==> src/cpwa_pkg.sv <==
// ----------------------------------------------------------------------------
// cpwa_pkg: shared types and constants for the clamped PID with angle wrap
// Fixed-point formats, field widths and configuration register indexes.
// ----------------------------------------------------------------------------
package cpwa_pkg;

    localparam int COUNTS_PER_TURN = 8192;
    localparam int HALF_TURN       = COUNTS_PER_TURN / 2;
    localparam int GAIN_FRAC_BITS  = 16;

    localparam int DATA_W   = 16;                       // target, measured, drive
    localparam int GAIN_W   = 32;
    localparam int LIMIT_W  = 15;
    localparam int ERR_W    = DATA_W + 1;               // target - measured
    localparam int DERR_W   = ERR_W + 1;                // e - last error
    localparam int PROD_W   = GAIN_W + ERR_W;
    localparam int DPROD_W  = GAIN_W + DERR_W;
    localparam int ACC_W    = LIMIT_W + GAIN_FRAC_BITS + 1;
    localparam int ISUM_W   = DPROD_W;                  // acc + ki*e, no overflow
    localparam int PD_W     = DPROD_W + 1;
    localparam int SUM_W    = PD_W + 1;
    localparam int CFG_ADDR_W = 3;
    localparam int CFG_DATA_W = GAIN_W;

    typedef enum logic [CFG_ADDR_W-1:0] {
        REG_PROP_GAIN   = 3'd0,
        REG_INTEG_GAIN  = 3'd1,
        REG_DERIV_GAIN  = 3'd2,
        REG_OUT_LIMIT   = 3'd3,
        REG_INTEG_LIMIT = 3'd4,
        REG_ANGLE_MODE  = 3'd5
    } cfg_idx_t;

    typedef struct packed {
        logic signed [GAIN_W-1:0] prop_gain;
        logic signed [GAIN_W-1:0] integ_gain;
        logic signed [GAIN_W-1:0] deriv_gain;
        logic [LIMIT_W-1:0]       out_limit;
        logic [LIMIT_W-1:0]       integ_limit;
        logic                     angle_mode;
    } cfg_t;

endpackage

==> src/cpwa_cfg.sv <==
// ----------------------------------------------------------------------------
// cpwa_cfg: configuration register file
// Write-only registers for gains, limits and angle mode; all reset to zero.
// ----------------------------------------------------------------------------
module cpwa_cfg
(
    input  logic                             clk,
    input  logic                             rst_n,
    input  logic                             cfg_we,
    input  logic [cpwa_pkg::CFG_ADDR_W-1:0]  cfg_addr,
    input  logic [cpwa_pkg::CFG_DATA_W-1:0]  cfg_wdata,
    output cpwa_pkg::cfg_t                   cfg
);

    cpwa_pkg::cfg_t cfg_reg;

    always_ff @(posedge clk or negedge rst_n)
    begin
        if (!rst_n)
        begin
            cfg_reg <= '0;
        end
        else if (cfg_we)
        begin
            unique case (cpwa_pkg::cfg_idx_t'(cfg_addr))
                cpwa_pkg::REG_PROP_GAIN:
                    cfg_reg.prop_gain <= $signed(cfg_wdata[cpwa_pkg::GAIN_W-1:0]);
                cpwa_pkg::REG_INTEG_GAIN:
                    cfg_reg.integ_gain <= $signed(cfg_wdata[cpwa_pkg::GAIN_W-1:0]);
                cpwa_pkg::REG_DERIV_GAIN:
                    cfg_reg.deriv_gain <= $signed(cfg_wdata[cpwa_pkg::GAIN_W-1:0]);
                cpwa_pkg::REG_OUT_LIMIT:
                    cfg_reg.out_limit <= cfg_wdata[cpwa_pkg::LIMIT_W-1:0];
                cpwa_pkg::REG_INTEG_LIMIT:
                    cfg_reg.integ_limit <= cfg_wdata[cpwa_pkg::LIMIT_W-1:0];
                cpwa_pkg::REG_ANGLE_MODE:
                    cfg_reg.angle_mode <= cfg_wdata[0];
                default:
                    cfg_reg <= cfg_reg;     // unmapped index, ignored
            endcase
        end
    end

    assign cfg = cfg_reg;

endmodule

==> config.mk <==
export PLATFORM = sky130hd
export DESIGN_NAME = cpwa_cfg
export DESIGN_NICKNAME = d
export VERILOG_FILES = /design/src/cpwa_pkg.sv /design/src/cpwa_cfg.sv
export SDC_FILE = /design/constraint.sdc
export NUM_CORES = 1
export LEC_CHECK = 0
export BUFFER_PORTS_ARGS = -buffer_cell sky130_fd_sc_hd__buf_2
export CORE_AREA = 3 3 105 107
export DETAILED_ROUTE_END_ITERATION = 10
export DIE_AREA = 0 0 108 110
export GPL_TIMING_DRIVEN = 0
export PLACE_DENSITY = 0.77
export SKIP_LAST_GASP = 1
export SYNTH_ARGS = -nofsm -noshare
export SYNTH_HDL_FRONTEND = slang
export SYNTH_SLANG_ARGS = --single-unit
==> constraint.sdc <==
create_clock -name clk -period 1.06 [get_ports clk]
set_clock_uncertainty 0.1 [all_clocks]
set_input_delay 0.159 -clock clk [delete_from_list [all_inputs] [get_ports clk]]
set_output_delay 0.159 -clock clk [all_outputs]
set_load 0.02 [all_outputs]
==> results summary <==
The run finished, with violations left. The final reports fail on negative setup slack. After synthesis, the netlist uses 13 different library cells. The number of violations of the max-capacitance limit is 0. The number of port buffers is 164. Walking the worst path, the cells encountered are buf_6. The main flop type after synthesis is dfrtp_1. The fmax is 721 MHz.

The synthesized cell area is 5130 um^2. Counting flops with an async set or reset pin after synthesis yields a share of 100%. The share of the synthesized area in the top cell type is 62.0%.

The buffers plus inverters on the worst setup path came out at 1. The kind of cell adding the most delay to the critical path is flip-flops. The required time reported for the critical path endpoint is 0.80 ns. The number of vias after detailed routing came out at 3753. Across every metal layer, demand over resource in global routing totals 26.5%. Power spread over the standard cell area amounts to 2270 nW/um^2. The number of enable-type register cells in the synthesized netlist came out at 0. The overall power of the completed layout came out at 20.4 mW. The cell accounting for the most synthesized area is dfrtp_1.

The most numerous cell in the Yosys netlist is dfrtp_1. The DRC violation count after routing is 0. The post-route antenna net violation count is 0. The largest single stage delay on the critical path is 0.45 ns.

TritonCTS built the clock tree. The number of flip-flops under the largest register name is 127. For this design, the slowest cell found on the critical path is dfrtp_1. The arrival time of data at the critical path endpoint came out at 1.13 ns. Routability-driven placement finished with a final weighted congestion of 0.739. The worst max-slew margin expressed relative to the limit came out at 74.7%. The peak ir drop on the vdd network is 0.00177 V. The post-layout minimum cycle time is 1.39 ns. The first-pass GRT wire length is 23300 um. Wires add up to 16800 um. The number of nets in the synthesized netlist is 312. The die width came out at 108 um. By count the netlist is led by dfrtp_1, mux2_4, mux2_1. The core area is 10200 um^2. Multiplexer cells account for 33.0% of the synthesized area. In the routed layout, each cell is associated on average with a via count of 4.97. After synthesis, the cell types taking the most area are dfrtp_1, mux2_4, mux2_1, mux2_2, buf_12. The count of inserted antenna diode cells is 0. The synthesis-to-finish area growth is 75.9%. The initial core utilization is 50.1%. Setup violations remaining at the end of the flow were counted as 155.

The final-report hold violation count came to 0. The number of sinks handled by clock tree synthesis is 127. The number of buffers created by CTS came out at 17. The start-to-end type of the worst setup path is flip-flop to output pin.

In this run the vertical extent of the chip is 110 um. In the post-route analysis, the smallest setup slack over all paths is -0.327 ns. The leakage dissipation is 4.44 nW. The fraction of final layout cells with drive strength greater than 1 came out at 72.9%. The post-placement setup slack is -0.656 ns. The final period utilization came out at 131%.

The initial DRC count is 163. The root buffer cell chosen for the clock tree is clkbuf_8. The total overflow reported by the global router came out at 0. Summing the areas of all and, or, nand and nor instances in the mapped netlist gives 1.56% of the synthesized area. The XOR/XNOR share of the synthesized area is 0%. The number of detailed-routing iterations run before antenna repair came out at 4.

The number of pins exceeding their max-slew limit in the final report was 0. The dominant combinational cell family by area after synthesis is multiplexers. STA classifies the critical path startpoint as a flip-flop. The register area share after synthesis came out at 62.0%. Setup repair after global routing could not meet its margin everywhere. The initial antenna violation count came out at 0.

The later pin in the worst-skew pair is clocked with a latency of 0.51 ns. The slew of the pin with the lowest slew margin is 0.379 ns. Counting every instance in the synthesized netlist gives 274.

The synthesized design contains 127 register bits. The tightest min-delay check is of the primary input to flip-flop type. The worst setup path is captured at an output pin. The count of boundary I/O pins came out at 165.

The complex-gate fraction of the synthesized area came out at 0%. The average wire per standard cell is 22.3 um. The total of fill cells in the finished design is 409. The die covers 11900 um^2.

No sink is reached through more buffers than the 2 on the longest clock path. Setup total negative slack on the finished layout was measured at -33.35 ns. The total half-perimeter wirelength after legalization and detailed placement came out at 7700 um. The number of global-route vias before repair is 4127.

The yosys synthesis warning count is 0. The worst slack on hold paths came out at 0.0363 ns. A synthesized cell averages 18.7 um^2. The net total in the final layout came out at 644. Clock-pin slew was measured on the worst setup and hold paths at 0.07 ns. Entering global routing, the biggest net connects 75 pins. The clock tree synthesis step divided the H-tree into 4 levels. In this run the worst path has a maximum fanout of 2. In this run the core area contains 37 standard-cell rows.

The adder and majority cell fraction of the synthesized area is 0%.
## cells by family after synthesis
logic type | count (synthesis)
simple gates | 6
flops | 127
buf+inv | 14
mux | 127
## per-stage QoR
stage                     utilization, %  std cells  instance area, um^2
after floorplan                        -        274                 5280
after global routing                88.2        755                 9020
after global placement              61.3        574                 6270
final                               88.2        755                 9020
after detailed placement            61.7        575                 6310
after CTS                           83.6        706                 8550
## per-layer routing
layer / up-vias / GRT usage (%) / wire [um]
li1: 1643 / - / -
met1: 1942 / 31.6 / 6490
met2: 143 / 47.0 / 9150
met3: 25 / 8.10 / 884
met4: 0 / 6.58 / 330
met5: - / 0 / 0
## worst paths after layout
| kind | startpoint | endpoint | slack (ns) | cells after the start |
|---|---|---|---|---|
| hold reg to reg | cfg[28] | cfg[28] | 0.43 | 1 |
| hold / removal | cfg_we | cfg[18] | 0.04 | 3 |
| setup reg to reg | cfg[119] | cfg[119] | -0.14 | 3 |
| max in group asynchronous | rst_n | cfg[0] | 0.13 | 3 |
| setup / recovery | cfg[119] | cfg[119] | -0.33 | 1 |
| min in group asynchronous | rst_n | cfg[59] | 0.05 | 2 |
## report_power, final
group | internal (mW) | switching [mW] | leakage, nW
combinational | 4.52 | 2.96 | 2.62
clock | 3.79 | 2.29 | 0.294
sequential | 5.93 | 0.952 | 1.52
## cells in the final DEF, fill, tap and decap left out, drive strengths merged
cell type    synthesis  layout
inv                  0       2
clkinvlp             0       3
bufinv               0       3
buf                 14     289
clkinv               0       4
clkbuf               0      22
dfrtp              127     127
and4bb               1       1
dlygate4sd3          0      36
nand4b               2       2
mux2               127     127
nor4b                1       1
nor4bb               2       2
## cell type report
type	instances	area (um^2)	area share, %
Clock inverter	12	158	1.75
Sequential cell	127	3180	35.2
Clock buffer	20	455	5.05
Multi-Input combinational cell	133	1940	21.5
Buffer	14	205	2.27
Timing Repair Buffer	313	2920	32.3
Tap cell	136	170	1.89
## repair_timing
action,CTS,global route
resized for setup,254,16
hold buffers,36,0
cloned,0,2
endpoints found under the hold margin,254,0
pin swaps,1,1
setup endpoints to repair,157,236
buffers inserted,63,53
Power figures use the tool's default switching activity.
